$ cat config.mk
export PLATFORM = sky130hd
export DESIGN_NAME = cpu_8bit_alu_with_flags_top_flat
export DESIGN_NICKNAME = d
export VERILOG_FILES = /design/src/hdl/alu8f_pkg.sv /design/src/hdl/alu8f_if.sv /design/src/hdl/alu8f_core.sv /design/src/hdl/cpu_8bit_alu_with_flags_top.sv /design/src/flat_wrapper.sv
export SDC_FILE = /design/constraint.sdc
export NUM_CORES = 1
export LEC_CHECK = 0
export BUFFER_PORTS_ARGS = -buffer_cell sky130_fd_sc_hd__buf_2
export CORE_UTILIZATION = 66
export DETAILED_ROUTE_END_ITERATION = 10
export PLACE_DENSITY = 0.87
export SYNTH_ARGS = -nofsm -noshare
export SYNTH_HDL_FRONTEND = slang
export SYNTH_SLANG_ARGS = --single-unit
$ cat constraint.sdc
create_clock -name clk -period 8.7 [get_ports clk]
set_input_delay 1.74 -clock clk [delete_from_list [all_inputs] [get_ports clk]]
set_output_delay 1.74 -clock clk [all_outputs]
set_load 0.005 [all_outputs]
$ cat src/hdl/alu8f_pkg.sv
// alu8f_pkg: operation codes, flag and result types and constants of the 8-bit alu
// no dependencies; compiled first
`default_nettype none

package alu8f_pkg;

	typedef enum logic [3:0] {
		OP_ADD = 4'd0,
		OP_ADC = 4'd1,
		OP_SUB = 4'd2,
		OP_SBC = 4'd3,
		OP_AND = 4'd4,
		OP_XOR = 4'd5,
		OP_OR  = 4'd6,
		OP_CP  = 4'd7,
		OP_INC = 4'd8,
		OP_DEC = 4'd9,
		OP_DAA = 4'd10,
		OP_CPL = 4'd11,
		OP_SCF = 4'd12,
		OP_CCF = 4'd13
	} alu_op_t;

	typedef struct packed {
		logic z;
		logic n;
		logic h;
		logic c;
	} flags_t;

	typedef struct packed {
		logic [7:0] result;
		logic       write_back;
		flags_t     flags;
	} alu_res_t;

	localparam flags_t FLAGS_RESET = '{z: 1'b0, n: 1'b0, h: 1'b0, c: 1'b0};

	localparam logic [7:0] DAA_LIMIT   = 8'h99;
	localparam logic [7:0] DAA_HI_ADJ  = 8'h60;
	localparam logic [7:0] DAA_LO_ADJ  = 8'h06;
	localparam logic [3:0] DAA_NIB_MAX = 4'd9;
	localparam logic [3:0] NIB_ALL     = 4'hF;

endpackage

`default_nettype wire

$ cat src/hdl/alu8f_if.sv
// alu8f_req_if / alu8f_rsp_if: valid-ready channels of the alu
// depends on nothing; fields follow the request and response item layouts
`default_nettype none

interface alu8f_req_if;
	logic       valid;
	logic       ready;
	logic [3:0] mode;
	logic [7:0] dest_value;
	logic [7:0] source_value;

	modport source (output valid, output mode, output dest_value, output source_value,
		input ready);
	modport sink (input valid, input mode, input dest_value, input source_value,
		output ready);
	modport mon (input valid, input ready, input mode, input dest_value,
		input source_value);
endinterface

interface alu8f_rsp_if;
	logic       valid;
	logic       ready;
	logic [7:0] result;
	logic       write_back;
	logic       zero_flag;
	logic       subtract_flag;
	logic       half_carry_flag;
	logic       carry_flag;

	modport source (output valid, output result, output write_back, output zero_flag,
		output subtract_flag, output half_carry_flag, output carry_flag, input ready);
	modport sink (input valid, input result, input write_back, input zero_flag,
		input subtract_flag, input half_carry_flag, input carry_flag, output ready);
	modport mon (input valid, input ready, input result, input write_back,
		input zero_flag, input subtract_flag, input half_carry_flag, input carry_flag);
endinterface

`default_nettype wire

$ cat src/hdl/alu8f_core.sv
// alu8f_core: combinational operation logic, result value, write-back mark and new flags
// depends on alu8f_pkg
`default_nettype none

module alu8f_core (
	input  logic [3:0]         mode,
	input  logic [7:0]         dest_value,
	input  logic [7:0]         source_value,
	input  alu8f_pkg::flags_t  flags_in,
	output alu8f_pkg::alu_res_t res
);
	import alu8f_pkg::*;

	alu_op_t    op;
	logic       cin;
	logic [8:0] sum9;
	logic [4:0] hsum5;
	logic [8:0] diff9;
	logic [4:0] hdiff5;
	logic [7:0] inc8;
	logic [7:0] dec8;
	logic       daa_hi;
	logic [7:0] daa_mid;
	logic       daa_lo;
	logic [7:0] daa_add;
	logic [7:0] daa_hsub;
	logic [7:0] daa_sub;
	logic [7:0] daa_r;
	logic       daa_c;
	logic [7:0] r;

	assign op  = alu_op_t'(mode);
	assign cin = ((op == OP_ADC) || (op == OP_SBC)) && flags_in.c;

	assign sum9   = {1'b0, dest_value} + {1'b0, source_value} + {8'd0, cin};
	assign hsum5  = {1'b0, dest_value[3:0]} + {1'b0, source_value[3:0]} + {4'd0, cin};
	assign diff9  = {1'b0, dest_value} - {1'b0, source_value} - {8'd0, cin};
	assign hdiff5 = {1'b0, dest_value[3:0]} - {1'b0, source_value[3:0]} - {4'd0, cin};
	assign inc8   = dest_value + 8'd1;
	assign dec8   = dest_value - 8'd1;

	// decimal adjust, add and subtract forms
	assign daa_hi   = flags_in.c || (dest_value > DAA_LIMIT);
	assign daa_mid  = daa_hi ? dest_value + DAA_HI_ADJ : dest_value;
	assign daa_lo   = flags_in.h || (daa_mid[3:0] > DAA_NIB_MAX);
	assign daa_add  = daa_lo ? daa_mid + DAA_LO_ADJ : daa_mid;
	assign daa_hsub = flags_in.c ? dest_value - DAA_HI_ADJ : dest_value;
	assign daa_sub  = flags_in.h ? daa_hsub - DAA_LO_ADJ : daa_hsub;
	assign daa_r    = flags_in.n ? daa_sub : daa_add;
	assign daa_c    = flags_in.c || (!flags_in.n && daa_hi);

	always_comb begin
		r              = dest_value;
		res.write_back = 1'b1;
		res.flags      = flags_in;
		unique case (op)
			OP_ADD, OP_ADC: begin
				r         = sum9[7:0];
				res.flags = '{z: (r == 8'd0), n: 1'b0, h: hsum5[4], c: sum9[8]};
			end
			OP_SUB, OP_SBC: begin
				r         = diff9[7:0];
				res.flags = '{z: (r == 8'd0), n: 1'b1, h: hdiff5[4], c: diff9[8]};
			end
			OP_CP: begin
				res.write_back = 1'b0;
				res.flags = '{z: (diff9[7:0] == 8'd0), n: 1'b1, h: hdiff5[4], c: diff9[8]};
			end
			OP_AND: begin
				r         = dest_value & source_value;
				res.flags = '{z: (r == 8'd0), n: 1'b0, h: 1'b1, c: 1'b0};
			end
			OP_XOR: begin
				r         = dest_value ^ source_value;
				res.flags = '{z: (r == 8'd0), n: 1'b0, h: 1'b0, c: 1'b0};
			end
			OP_OR: begin
				r         = dest_value | source_value;
				res.flags = '{z: (r == 8'd0), n: 1'b0, h: 1'b0, c: 1'b0};
			end
			OP_INC: begin
				r         = inc8;
				res.flags = '{z: (r == 8'd0), n: 1'b0, h: (r[3:0] == 4'd0), c: flags_in.c};
			end
			OP_DEC: begin
				r         = dec8;
				res.flags = '{z: (r == 8'd0), n: 1'b1, h: (r[3:0] == NIB_ALL), c: flags_in.c};
			end
			OP_DAA: begin
				r         = daa_r;
				res.flags = '{z: (r == 8'd0), n: flags_in.n, h: 1'b0, c: daa_c};
			end
			OP_CPL: begin
				r         = ~dest_value;
				res.flags = '{z: flags_in.z, n: 1'b1, h: 1'b1, c: flags_in.c};
			end
			OP_SCF: begin
				res.write_back = 1'b0;
				res.flags      = '{z: flags_in.z, n: 1'b0, h: 1'b0, c: 1'b1};
			end
			OP_CCF: begin
				res.write_back = 1'b0;
				res.flags      = '{z: flags_in.z, n: 1'b0, h: 1'b0, c: !flags_in.c};
			end
			default: begin
				res.write_back = 1'b0;
			end
		endcase
		res.result = r;
	end

endmodule

`default_nettype wire

$ cat src/hdl/cpu_8bit_alu_with_flags_top.sv
// cpu_8bit_alu_with_flags_top: 8-bit alu with kept z/n/h/c flags, two register stages
// depends on alu8f_pkg, alu8f_req_if, alu8f_rsp_if, alu8f_core
//
// usage:
//  req channel carries mode, dest_value and source_value; rsp channel returns
//  result, write_back and the four new flags, one response for every request
//  a request accepted on req is latched into the input stage, runs through the
//  operation logic and is registered into the result register, which drives rsp
//  until the response is taken; throughput is one request per cycle while rsp
//  is not stalled; the kept flags are updated as a request leaves the input stage,
//  so the following request sees them with no bubble
//  adc, sbc, inc, dec, daa, cpl, scf and ccf read the flags left by the
//  previous request
//  an output register separates the channels: req.ready stays high while the
//  result register is free or being taken; with rsp stalled one request is
//  held in the input stage and one in the result register, then req.ready drops
//  reset clears both stage valids and the flags (all zero)
`default_nettype none

module cpu_8bit_alu_with_flags_top (
	input  logic clk,
	input  logic arst_n,
	alu8f_req_if.sink   req,
	alu8f_rsp_if.source rsp
);
	import alu8f_pkg::*;

	logic       valid_s1;
	logic [3:0] mode_s1;
	logic [7:0] dest_s1;
	logic [7:0] src_s1;
	logic       out_valid_q;
	alu_res_t   res_q;
	flags_t     flags_q;
	alu_res_t   core_res;
	logic       adv;
	logic       take;
	logic       fire;

	assign adv       = !out_valid_q || rsp.ready;
	assign req.ready = !valid_s1 || adv;
	assign take      = req.valid && req.ready;
	assign fire      = valid_s1 && adv;

	alu8f_core u_core (
		.mode         (mode_s1),
		.dest_value   (dest_s1),
		.source_value (src_s1),
		.flags_in     (flags_q),
		.res          (core_res)
	);

	// control
	always_ff @(posedge clk or negedge arst_n) begin
		if (!arst_n) begin
			valid_s1    <= 1'b0;
			out_valid_q <= 1'b0;
			flags_q     <= FLAGS_RESET;
		end else begin
			if (take) begin
				valid_s1 <= 1'b1;
			end else if (fire) begin
				valid_s1 <= 1'b0;
			end
			if (adv) begin
				out_valid_q <= valid_s1;
			end
			if (fire) begin
				flags_q <= core_res.flags;
			end
		end
	end

	// payload
	always_ff @(posedge clk) begin
		if (take) begin
			mode_s1 <= req.mode;
			dest_s1 <= req.dest_value;
			src_s1  <= req.source_value;
		end
		if (fire) begin
			res_q <= core_res;
		end
	end

	assign rsp.valid           = out_valid_q;
	assign rsp.result          = res_q.result;
	assign rsp.write_back      = res_q.write_back;
	assign rsp.zero_flag       = res_q.flags.z;
	assign rsp.subtract_flag   = res_q.flags.n;
	assign rsp.half_carry_flag = res_q.flags.h;
	assign rsp.carry_flag      = res_q.flags.c;

endmodule

`default_nettype wire

$ cat src/flat_wrapper.sv
// flat-port wrapper written by rule: the top's interface ports become plain ports
module cpu_8bit_alu_with_flags_top_flat import alu8f_pkg::*;
  (clk, arst_n, req_valid, req_mode, req_dest_value, req_source_value, req_ready, rsp_valid, rsp_result, rsp_write_back, rsp_zero_flag, rsp_subtract_flag, rsp_half_carry_flag, rsp_carry_flag, rsp_ready);
  alu8f_req_if req_i ();
  alu8f_rsp_if rsp_i ();
  input  logic clk;
  input  logic arst_n;
  input wire logic [$bits(req_i.valid)-1:0] req_valid;
  input wire logic [$bits(req_i.mode)-1:0] req_mode;
  input wire logic [$bits(req_i.dest_value)-1:0] req_dest_value;
  input wire logic [$bits(req_i.source_value)-1:0] req_source_value;
  output wire logic [$bits(req_i.ready)-1:0] req_ready;
  output wire logic [$bits(rsp_i.valid)-1:0] rsp_valid;
  output wire logic [$bits(rsp_i.result)-1:0] rsp_result;
  output wire logic [$bits(rsp_i.write_back)-1:0] rsp_write_back;
  output wire logic [$bits(rsp_i.zero_flag)-1:0] rsp_zero_flag;
  output wire logic [$bits(rsp_i.subtract_flag)-1:0] rsp_subtract_flag;
  output wire logic [$bits(rsp_i.half_carry_flag)-1:0] rsp_half_carry_flag;
  output wire logic [$bits(rsp_i.carry_flag)-1:0] rsp_carry_flag;
  input wire logic [$bits(rsp_i.ready)-1:0] rsp_ready;
  assign req_i.valid = req_valid;
  assign req_i.mode = req_mode;
  assign req_i.dest_value = req_dest_value;
  assign req_i.source_value = req_source_value;
  assign req_ready = req_i.ready;
  assign rsp_valid = rsp_i.valid;
  assign rsp_result = rsp_i.result;
  assign rsp_write_back = rsp_i.write_back;
  assign rsp_zero_flag = rsp_i.zero_flag;
  assign rsp_subtract_flag = rsp_i.subtract_flag;
  assign rsp_half_carry_flag = rsp_i.half_carry_flag;
  assign rsp_carry_flag = rsp_i.carry_flag;
  assign rsp_i.ready = rsp_ready;
  cpu_8bit_alu_with_flags_top u_core (.clk(clk), .arst_n(arst_n), .req(req_i), .rsp(rsp_i));
endmodule
==> reports/summary.txt, run 1 <==
Synth Flop Type: edfxtp_1
Tot Pwr: 0.670 mW
CP Max Fanout: 26
Clock Sinks: 39
Maximum clock insertion buffer count: 2
RSZ-0062 raised after global routing: false
Final ANT Viol Nets: 0
GRT overflow: 0
Flop-to-flop setup slack: 4.77 ns
Synthesis Warnings: 0
H-tree depth: 2
Post-Synthesis Net Count: 531
Ys async rst share: 15.4%
Tcrit/Tclk final: 45.1%
N_diodes: 0
R2R cell count: 11
Final setup vio count: 0
WL/cell: 22.0 µm
FILL cells: 468
Postcts setup bufs: 0
Leakage: 1.79 nW
Fin. Hold Viols: 0
Int Pwr: 0.413 mW
Starting Density: 69.1%
CP arrival: 3.96 ns
Library cells used by synthesis: 82
Root Buffer: clkbuf_8
Core area: 0.00596 mm²
First-pass DRT Iterations: 6
Post-synth top area share: 24.1%
CTS Hold Bufs: 0
Max Slew Vio Count: 0
Critical Path Sink Type: flop
Sequential fraction of design power: 39.2%
Clock share of power: 22.5%
Min-delay worst type: reg2reg
Final instance area: 0.00441 mm²
# resized after CTS: 0
Critical path capture point: u_core.rsp.zero_flag$_DFFE_PP_
Total I/O pin count: 39
EDFF count, synth: 33
Maximum VDD drop: 0.0948 mV
Worst Path Required: 8.73 ns
Die height: 81.0 µm
Clock Pin Slew Worst Setup and Hold Paths: 0.09 ns
Area contributors post-synth: edfxtp_1 24%, ha_1 12%, xnor2_1 5.3%
Largest net degree at the start of global routing: 34
Power Dens Cells: 152 mW/mm²
Cells after DPL: 555
Startpoint Class: flop
Drt via density: 7.09
Count of input and output buffers: 38
GP Congestion: 1.01
Clk_lat worst skew: 0.30 ns
Max-slew headroom: 31.1%
Combinational fraction of design power: 38.3%
Syn Inst Count: 463
Share of layout cells above drive strength 1: 14.8%
Fin cells: 563
Slew @ Worst Pin: 1.03 ns
Worst setup path start: u_core.mode_s1[3]$_DFFE_PP_
Critical path class: reg2reg
Vias in the first global route: 3641
First-pass GRT wire length: 18700 µm
Die width: 81.0 µm
Synth Register Bits: 39
Peak Freq: 255 MHz
Final #Nets: 555
TritonCTS clock tree: built
CTS buffer count: 5
Sw Ratio: 38.3%
RR Endpoint: u_core.rsp.zero_flag$_DFFE_PP_
Max-cap violation count: 0
FP Rows: 28
Residual DRC: 0
Via Count: 3994
Final min period: 3.93 ns
Post-DP Area: 0.00430 mm²
Total Routing Usage GR: 38.7%
Status: finished, final reports clean
Mapped Area: 0.00412 mm²
DRT Wirelength: 12400 µm
Clock skew: 0.0139 ns
Initial antenna violation count: 0
Setup TNS: 0 ns
Area delta synth->final: 7.20%
HPWL Detailed: 9110 µm
Die area: 0.00656 mm²
P_sw: 0.257 mW
Largest area contributor in the netlist: edfxtp_1
Crit Reg-Reg Startpoint: u_core.mode_s1[3]$_DFFE_PP_
Seq/Total Area, Yosys: 27.7%
DRT iter0 DRCs: 648
Avg Inst Size Synth: 8.89 µm²
Core Util, Final: 74.1%
[through the flow]
stage,hold WS [ns],worst slack (ns)
after CTS,0.506,4.79
after global routing,0.519,4.60
final,0.509,4.77
after detailed placement,0.489,4.79
after floorplan,0.457,5.05
after global placement,0.483,4.82
[logic make-up (layout without fill, tap and decap cells)]
family	count (synthesis)	after routing	share of synthesized area, %
DFF	39	39	27.7
adders and majority gates	44	44	14.1
muxes	11	11	3.04
xor gates and xnor gates	30	30	6.38
buffers and inverters	58	83	5.99
and+or+nand+nor	154	154	19.9
AOI/OAI and AO/OA	127	127	22.9
[placed cells by master (no fill, tap or decap), types with 5 or more instances in the layout]
master	synthesis	final
ha_1	40	40
a31oi_1	7	7
inv_1	33	33
and3_1	9	9
nand2b_1	8	8
nand2_1	38	38
nor3_1	13	13
clkbuf_8	0	6
xnor2_1	25	25
buf_2	11	38
nand4_1	5	5
xor2_1	5	5
o211ai_1	5	5
nor2b_1	5	5
nor2_1	32	32
dfrtp_1	6	6
nor4_1	6	6
nand3_1	10	10
edfxtp_1	33	33
mux2i_1	8	8
o21ai_0	16	16
o21a_1	5	5
a21oi_1	28	28
o22ai_1	5	5
[sequential cells by signal, indices dropped and copies added (netlist names), 4 cells and up]
| signal | flops |
|---|---|
| u_core.dest_s1 | 8 |
| u_core.src_s1 | 8 |
| u_core.rsp.result | 8 |
| u_core.flags_q | 4 |
| u_core.mode_s1 | 4 |
[how the worst min path moves through the flow]
stage                                 from                            to  slack, ns  cells after the start
6_report       u_core.valid_s1$_DFFE_PN0P_  u_core.rsp.valid$_DFFE_PN0P_       0.51                      1
5_1_grt        u_core.valid_s1$_DFFE_PN0P_  u_core.rsp.valid$_DFFE_PN0P_       0.52                      1
4_1_cts        u_core.valid_s1$_DFFE_PN0P_  u_core.rsp.valid$_DFFE_PN0P_       0.51                      1
3_5_place_dp   u_core.valid_s1$_DFFE_PN0P_  u_core.rsp.valid$_DFFE_PN0P_       0.49                      1
3_3_place_gp   u_core.valid_s1$_DFFE_PN0P_  u_core.rsp.valid$_DFFE_PN0P_       0.48                      1
2_1_floorplan  u_core.valid_s1$_DFFE_PN0P_  u_core.rsp.valid$_DFFE_PN0P_       0.46                      1
[metal layers]
layer	share of wire, %	up-vias	GRT usage, %
met5	0	-	0
met4	5.0	0	18.4
met3	12	70	8.31
met2	44	342	60.3
met1	39	1827	50.7
li1	-	1755	-
[final cells by class]
cell class              count  area, µm²  share of cell area, %
multi-input cells         366       2730                   61.8
flip-flops and latches     39       1140                   25.9
repair buffers             40        205                   4.65
inverters                  35        131                   2.98
clock buffers               7        108                   2.44
well taps                  75       93.8                   2.13
clock inverters             1       5.00                  0.113
[cells in the mapped netlist (5+ instances only)]
cell type   n
o21a_1      5
nand3_1    10
nor3_1     13
nor2_1     32
and3_1      9
buf_2      11
clkbuf_1    7
nor2b_1     5
dfrtp_1     6
xnor2_1    25
a31oi_1     7
inv_1      33
a21oi_1    28
mux2i_1     8
nand2b_1    8
nor4_1      6
o21ai_0    16
nand2_1    38
o211ai_1    5
nand4_1     5
xor2_1      5
o22ai_1     5
edfxtp_1   33
ha_1       40
[critical path, cell delays in order (launching register included)]
cell	delay [ns]
edfxtp_1	0.78
nor2_1	0.35
nand3_1	0.18
fa_1	0.49
ha_1	0.34
a211oi_4	0.33
o2111ai_1	0.22
a21oi_1	0.21
xnor2_1	0.18
nor4_2	0.08
nor3_1	0.38
nand2_1	0.11
[power by group through the flow]
stage	clock [mW]	combinational [mW]	sequential (mW)
finish	0.151	0.256	0.263
global route	0.155	0.275	0.266
global placement	0	0.241	0.264
detailed placement	0	0.247	0.265
CTS	0.150	0.248	0.261
floorplan	0	0.201	0.241
(Power assumes the default switching activity.)
==> inputs of run 2 (changes only) <==
--- a/config.mk
+++ b/config.mk
@@ -5,10 +5,11 @@
 export SDC_FILE = /design/constraint.sdc
 export NUM_CORES = 1
 export LEC_CHECK = 0
+export ABC_AREA = 1
 export BUFFER_PORTS_ARGS = -buffer_cell sky130_fd_sc_hd__buf_2
-export CORE_UTILIZATION = 66
+export CORE_UTILIZATION = 55
 export DETAILED_ROUTE_END_ITERATION = 10
-export PLACE_DENSITY = 0.87
+export PLACE_DENSITY = 0.78
 export SYNTH_ARGS = -nofsm -noshare
 export SYNTH_HDL_FRONTEND = slang
 export SYNTH_SLANG_ARGS = --single-unit
==> constraint.sdc (replaced) <==
create_clock -name clk -period 3.3 [get_ports clk]
set_input_delay 0.66 -clock clk [delete_from_list [all_inputs] [get_ports clk]]
set_output_delay 0.66 -clock clk [all_outputs]
set_load 0.005 [all_outputs]
==> reports/summary.txt, run 2 <==
DRT iter0 DRCs: 456
Final setup vio count: 0
Ys async rst share: 15.4%
Total I/O pin count: 39
Power Dens Cells: 422 mW/mm²
Syn Inst Count: 516
FP Rows: 30
Area contributors post-synth: edfxtp_1 25%, ha_1 13%, nand2_1 11%
Flop-to-flop setup slack: 0.14 ns
Avg Inst Size Synth: 7.58 µm²
Final instance area: 0.00439 mm²
Final #Nets: 637
Clock Pin Slew Worst Setup and Hold Paths: 0.07 ns
Critical Path Sink Type: flop
Most common cell after layout, fill and taps aside: nand2_1
CP arrival: 3.18 ns
Leakage: 2.10 nW
First-pass GRT wire length: 18900 µm
Via Count: 3925
Starting Density: 57.2%
CTS Hold Bufs: 0
Pre-CTS setup slack: 0.0804 ns
GP Congestion: 1.00
Final ANT Viol Nets: 0
EDFF count, synth: 33
HPWL Detailed: 9990 µm
FILL cells: 603
Post-synth top cells: 118 x nand2_1, 68 x inv_1, 41 x nor2_1
Clk_lat worst skew: 0.29 ns
Mapped Area: 0.00391 mm²
Clock Sinks: 39
First-pass DRT Iterations: 6
Share of layout cells above drive strength 1: 16.8%
Clock skew: 0.00520 ns
Peak Freq: 317 MHz
Initial antenna violation count: 0
Count of input and output buffers: 38
Post-synth top area share: 25.4%
Crit path top cell by count: nand2_1
Core area: 0.00683 mm²
Area delta synth->final: 12.2%
Worst setup path start: u_core.mode_s1[3]$_DFFE_PP_
Post-Synthesis Net Count: 584
Min-delay worst type: in2async
DRT Wirelength: 12300 µm
Startpoint Class: flop
Synthesis Warnings: 0
Most frequent cells in the layout: 118 x nand2_1, 68 x inv_1, 40 x nor2_1, 40 x ha_1, 38 x buf_2
R2R cell count: 15
H-tree depth: 2
Postcts setup bufs: 0
Crit-path max cell delay: 0.44 ns
Tcrit/Tclk final: 95.7%
RR Endpoint: u_core.rsp.result[6]$_DFFE_PP_
Crit Reg-Reg Startpoint: u_core.mode_s1[3]$_DFFE_PP_
Residual DRC: 0
GRT overflow: 0
Most frequent cell after synthesis: nand2_1
Max-cap violation count: 0
Total Routing Usage GR: 34.6%
Worst Path Required: 3.32 ns
Maximum clock insertion buffer count: 2
Worst path slowest cell: fa_1
Die area: 0.00745 mm²
CTS buffer count: 5
Slew @ Worst Pin: 0.673 ns
Final worst slack: 0.142 ns
N_diodes: 0
# resized after CTS: 0
Post-DP Area: 0.00428 mm²
Maximum VDD drop: 0.366 mV
Largest net degree at the start of global routing: 21
CP Max Fanout: 4
Max-slew headroom: 55.1%
Root Buffer: clkbuf_8
Library cells used by synthesis: 45
Largest area contributor in the netlist: edfxtp_1
Synth Flop Type: edfxtp_1
Die height: 86.3 µm
Drt via density: 5.89
Seq/Total Area, Yosys: 29.2%
Fin. Hold Viols: 0
Crit-path cells: nor2_2, inv_1, nor3_2, inv_1, fa_1, fa_2, o21ai_2, nand2_1, nand2_1, nand2_1, a21oi_1, xor2_1, nor2_1, nor3_1, a22oi_1
Synth Register Bits: 39
Status: finished, final reports clean
Critical path class: reg2reg
Final min period: 3.16 ns
WL/cell: 18.5 µm
Max Slew Vio Count: 0
TritonCTS clock tree: built
Critical path capture point: u_core.rsp.result[6]$_DFFE_PP_
Die width: 86.3 µm
Core Util, Final: 64.2%
Vias in the first global route: 3492
run 2: changes by cell type after synthesis, sizes merged, moves of 11 or more:
cell,before,now
inv,34,78
nand2,39,127
o21ai,20,31
xnor2,25,4
xor2,5,18
buf,16,5
nand3,10,33
nor2,34,48
run 2: layout make-up:
type	count	area, µm²	area share, %
multi-input combinational	392	2440	55.5
sequential	39	1140	26.0
timing repair buffer	53	303	6.90
inverter	78	295	6.73
tap	96	120	2.74
clock buffer	7	86.3	1.97
clock inverter	1	5.00	0.114
run 2: where the power goes:
part | internal [mW] | switching, mW | total [mW]
clock | 0.168 | 0.155 | 0.323
combinational | 0.289 | 0.574 | 0.863
sequential | 0.616 | 0.0500 | 0.666
run 2: layer usage:
| metal | global-route usage [%] | wire [µm] | vias up | part of all wire [%] |
|---|---|---|---|---|
| met1 | 51.5 | 5280 | 1789 | 43 |
| met4 | 8.94 | 267 | 0 | 2.2 |
| met5 | 0 | 0 | - | 0 |
| met2 | 52.5 | 5470 | 261 | 44 |
| met3 | 5.05 | 1320 | 27 | 11 |
| li1 | - | - | 1848 | - |
run 2: cells by family after synthesis:
kind of cell    synth area share [%]
buf+inv                         8.83
compound gates                  12.7
simple gates                    29.5
fa+ha+maj                       14.9
xor+xnor                        4.93
flops                           29.2
run 2: worst min-delay path by stage:
stage | cells past startpoint | endpoint | slack [ns]
2_1_floorplan | 0 | u_core.flags_q[0]$_DFFE_PN0P_ | 0.36
3_3_place_gp | 2 | u_core.flags_q[3]$_DFFE_PN0P_ | 0.47
3_5_place_dp | 2 | u_core.flags_q[3]$_DFFE_PN0P_ | 0.49
4_1_cts | 1 | u_core.rsp.valid$_DFFE_PN0P_ | 0.18
5_1_grt | 1 | u_core.flags_q[0]$_DFFE_PN0P_ | 0.18
6_report | 1 | u_core.flags_q[3]$_DFFE_PN0P_ | 0.18
run 2: worst max-delay path: cells and delay by family (launching register included):
family          cells  cell delay, ns
xor+xnor            1            0.22
simple gates        7            0.85
fa+ha+maj           2            0.84
flops               1            0.41
compound gates      3            0.39
buf+inv             2            0.17
run 2: through the flow:
step                      total power [mW]  TNS (ns)  hold WS (ns)  instances
final                                 1.85         0         0.183        666
after global routing                  1.96   -0.0413         0.183        666
after CTS                             1.82         0         0.184        666
after detailed placement              1.50         0         0.488        658
after global placement                1.50         0         0.475        658
after floorplan                       1.23         0         0.364        516
==> inputs of run 3 (changes only) <==
--- a/config.mk
+++ b/config.mk
@@ -9,6 +9,7 @@
 export BUFFER_PORTS_ARGS = -buffer_cell sky130_fd_sc_hd__buf_2
 export CORE_UTILIZATION = 55
 export DETAILED_ROUTE_END_ITERATION = 10
+export GPL_TIMING_DRIVEN = 0
 export PLACE_DENSITY = 0.78
 export SYNTH_ARGS = -nofsm -noshare
 export SYNTH_HDL_FRONTEND = slang
==> reports/summary.txt, run 3 (same netlist as run 2, synthesis figures left out) <==
Starting Density: 57.2%
Count of input and output buffers: 38
Max Used Layer: met4
Clock Sinks: 39
Power Dens Cells: 451 mW/mm²
Post-DP Area: 0.00422 mm²
CTS Hold Bufs: 0
WL/cell: 17.4 µm
RR Endpoint: u_core.rsp.zero_flag$_DFFE_PP_
Max-cap violation count: 0
Status: finished, final reports clean
Routed met2 length: 5110 µm
CP bufs+invs: 4
DRT Wirelength: 11500 µm
Total Routing Usage GR: 32.2%
Max-slew headroom: 54.3%
Clock Pin Slew Worst Setup and Hold Paths: 0.09 ns
Startpoint Class: flop
Fin. Hold Viols: 0
Flop-to-flop setup slack: 0.17 ns
Clk_lat worst skew: 0.30 ns
Maximum VDD drop: 0.231 mV
Final setup vio count: 0
Final instance area: 0.00446 mm²
CP Max Fanout: 3
Leakage: 2.11 nW
Critical Path Stages: 19
GP Congestion: 1.04
Final min period: 3.13 ns
Slew @ Worst Pin: 0.685 ns
Worst path slowest cell: edfxtp_1
R2R cell count: 19
Clock skew: 0.0109 ns
Crit path top cell by count: nand2_1
Die width: 86.3 µm
CP arrival: 3.16 ns
Die area: 0.00745 mm²
First-pass DRT Iterations: 5
Delay-heaviest family, CP: simple AND/OR/NAND/NOR gates
DRT iter0 DRCs: 432
HPWL Detailed: 9180 µm
Drt via density: 5.85
Via Count: 3889
CTS buffer count: 5
Total I/O pin count: 39
Tcrit/Tclk final: 94.8%
Share of layout cells above drive strength 1: 18.3%
Area delta synth->final: 14.1%
FP Rows: 30
Crit Reg-Reg Startpoint: u_core.mode_s1[2]$_DFFE_PP_
GRT overflow: 0
Max Slew Vio Count: 0
Maximum clock insertion buffer count: 2
Final ANT Viol Nets: 0
Met3 WL post-DR: 1130 µm
Crit-path cells: nor2_2, inv_2, nor3_4, buf_4, fa_1, inv_1, fa_1, inv_1, nand2_1, nand2_1, o211ai_1, nand2_1, o21ai_0, nand2_1, nand2_1, nand4_1, nor2_1, nor2_1, nand3_2
Critical path class: reg2reg
Final #Nets: 636
Min-delay worst type: in2async
Most common cell after layout, fill and taps aside: nand2_1
Initial antenna violation count: 0
Largest net degree at the start of global routing: 21
Die height: 86.3 µm
Root Buffer: clkbuf_8
TritonCTS clock tree: built
Vias in the first global route: 3599
Crit-path max cell delay: 0.42 ns
Wl on met1: 4950 µm
H-tree depth: 2
Most frequent cells in the layout: 117 x nand2_1, 65 x inv_1, 40 x buf_2, 40 x nor2_1, 39 x ha_1
Worst Path Required: 3.33 ns
N_diodes: 0
Core area: 0.00683 mm²
Residual DRC: 0
Pre-CTS setup slack: -0.334 ns
Peak Freq: 320 MHz
First-pass GRT wire length: 18000 µm
Critical Path Sink Type: flop
Final worst slack: 0.173 ns
==> run 3: cell types whose count changed in the layout (fill, tap and decap cells not counted), sizes merged <==
cell / change
clkbuf: +1
buf: -3
clkinvlp: +2
inv: -2
bufinv: +2
clkinv: -1
==> run 3: metrics by stage <==
stage | hold slack (ns) | TNS [ns] | instances | power [mW] | utilization (%)
CTS | 0.170 | 0 | 661 | 1.96 | 64.4
global placement | 0.488 | -0.773 | 650 | 1.45 | 61.8
floorplan | 0.364 | 0 | 516 | 1.23 | -
finish | 0.160 | 0 | 665 | 2.01 | 65.3
detailed placement | 0.489 | -1.26 | 650 | 1.47 | 61.8
global route | 0.178 | -0.0525 | 665 | 2.11 | 65.3
==> run 3: per-layer routing <==
| layer | up-vias | track usage (%) |
|---|---|---|
| met5 | - | 0 |
| met4 | 0 | 9.85 |
| met3 | 36 | 4.67 |
| met2 | 244 | 51.7 |
| met1 | 1769 | 45.1 |
| li1 | 1840 | - |
==> run 3: report_power, final <==
part | switching, mW | internal (mW)
Sequential | 0.0455 | 0.616
Combinational | 0.571 | 0.293
Clock | 0.182 | 0.302
==> run 3: cell type report <==
cell class / count / area (µm²)
buffer: 7 / 52.6
clock buffer: 6 / 72.6
clock inverter: 2 / 60.1
fill: 617 / 2370
inverter: 78 / 303
multi-input combinational: 392 / 2470
sequential: 39 / 1140
tap: 96 / 120
timing repair buffer: 45 / 243
==> run 3: timing repair <==
action	4_1_cts	5_1_grt
resized for setup	6	10
buffers inserted	3	4
pin swaps	0	3
endpoints found under the setup margin	9	7
==> run 3: worst max-delay path by stage <==
stage / start / endpoint / slack [ns]
2_1_floorplan: u_core.mode_s1[3]$_DFFE_PP_ / u_core.rsp.result[6]$_DFFE_PP_ / 0.28
3_3_place_gp: u_core.flags_q[0]$_DFFE_PN0P_ / u_core.rsp.result[6]$_DFFE_PP_ / -0.27
3_5_place_dp: u_core.flags_q[0]$_DFFE_PN0P_ / u_core.rsp.result[6]$_DFFE_PP_ / -0.33
4_1_cts: u_core.flags_q[0]$_DFFE_PN0P_ / u_core.rsp.result[6]$_DFFE_PP_ / 0.04
5_1_grt: u_core.mode_s1[2]$_DFFE_PP_ / u_core.rsp.result[6]$_DFFE_PP_ / -0.02
6_report: u_core.mode_s1[2]$_DFFE_PP_ / u_core.rsp.zero_flag$_DFFE_PP_ / 0.17
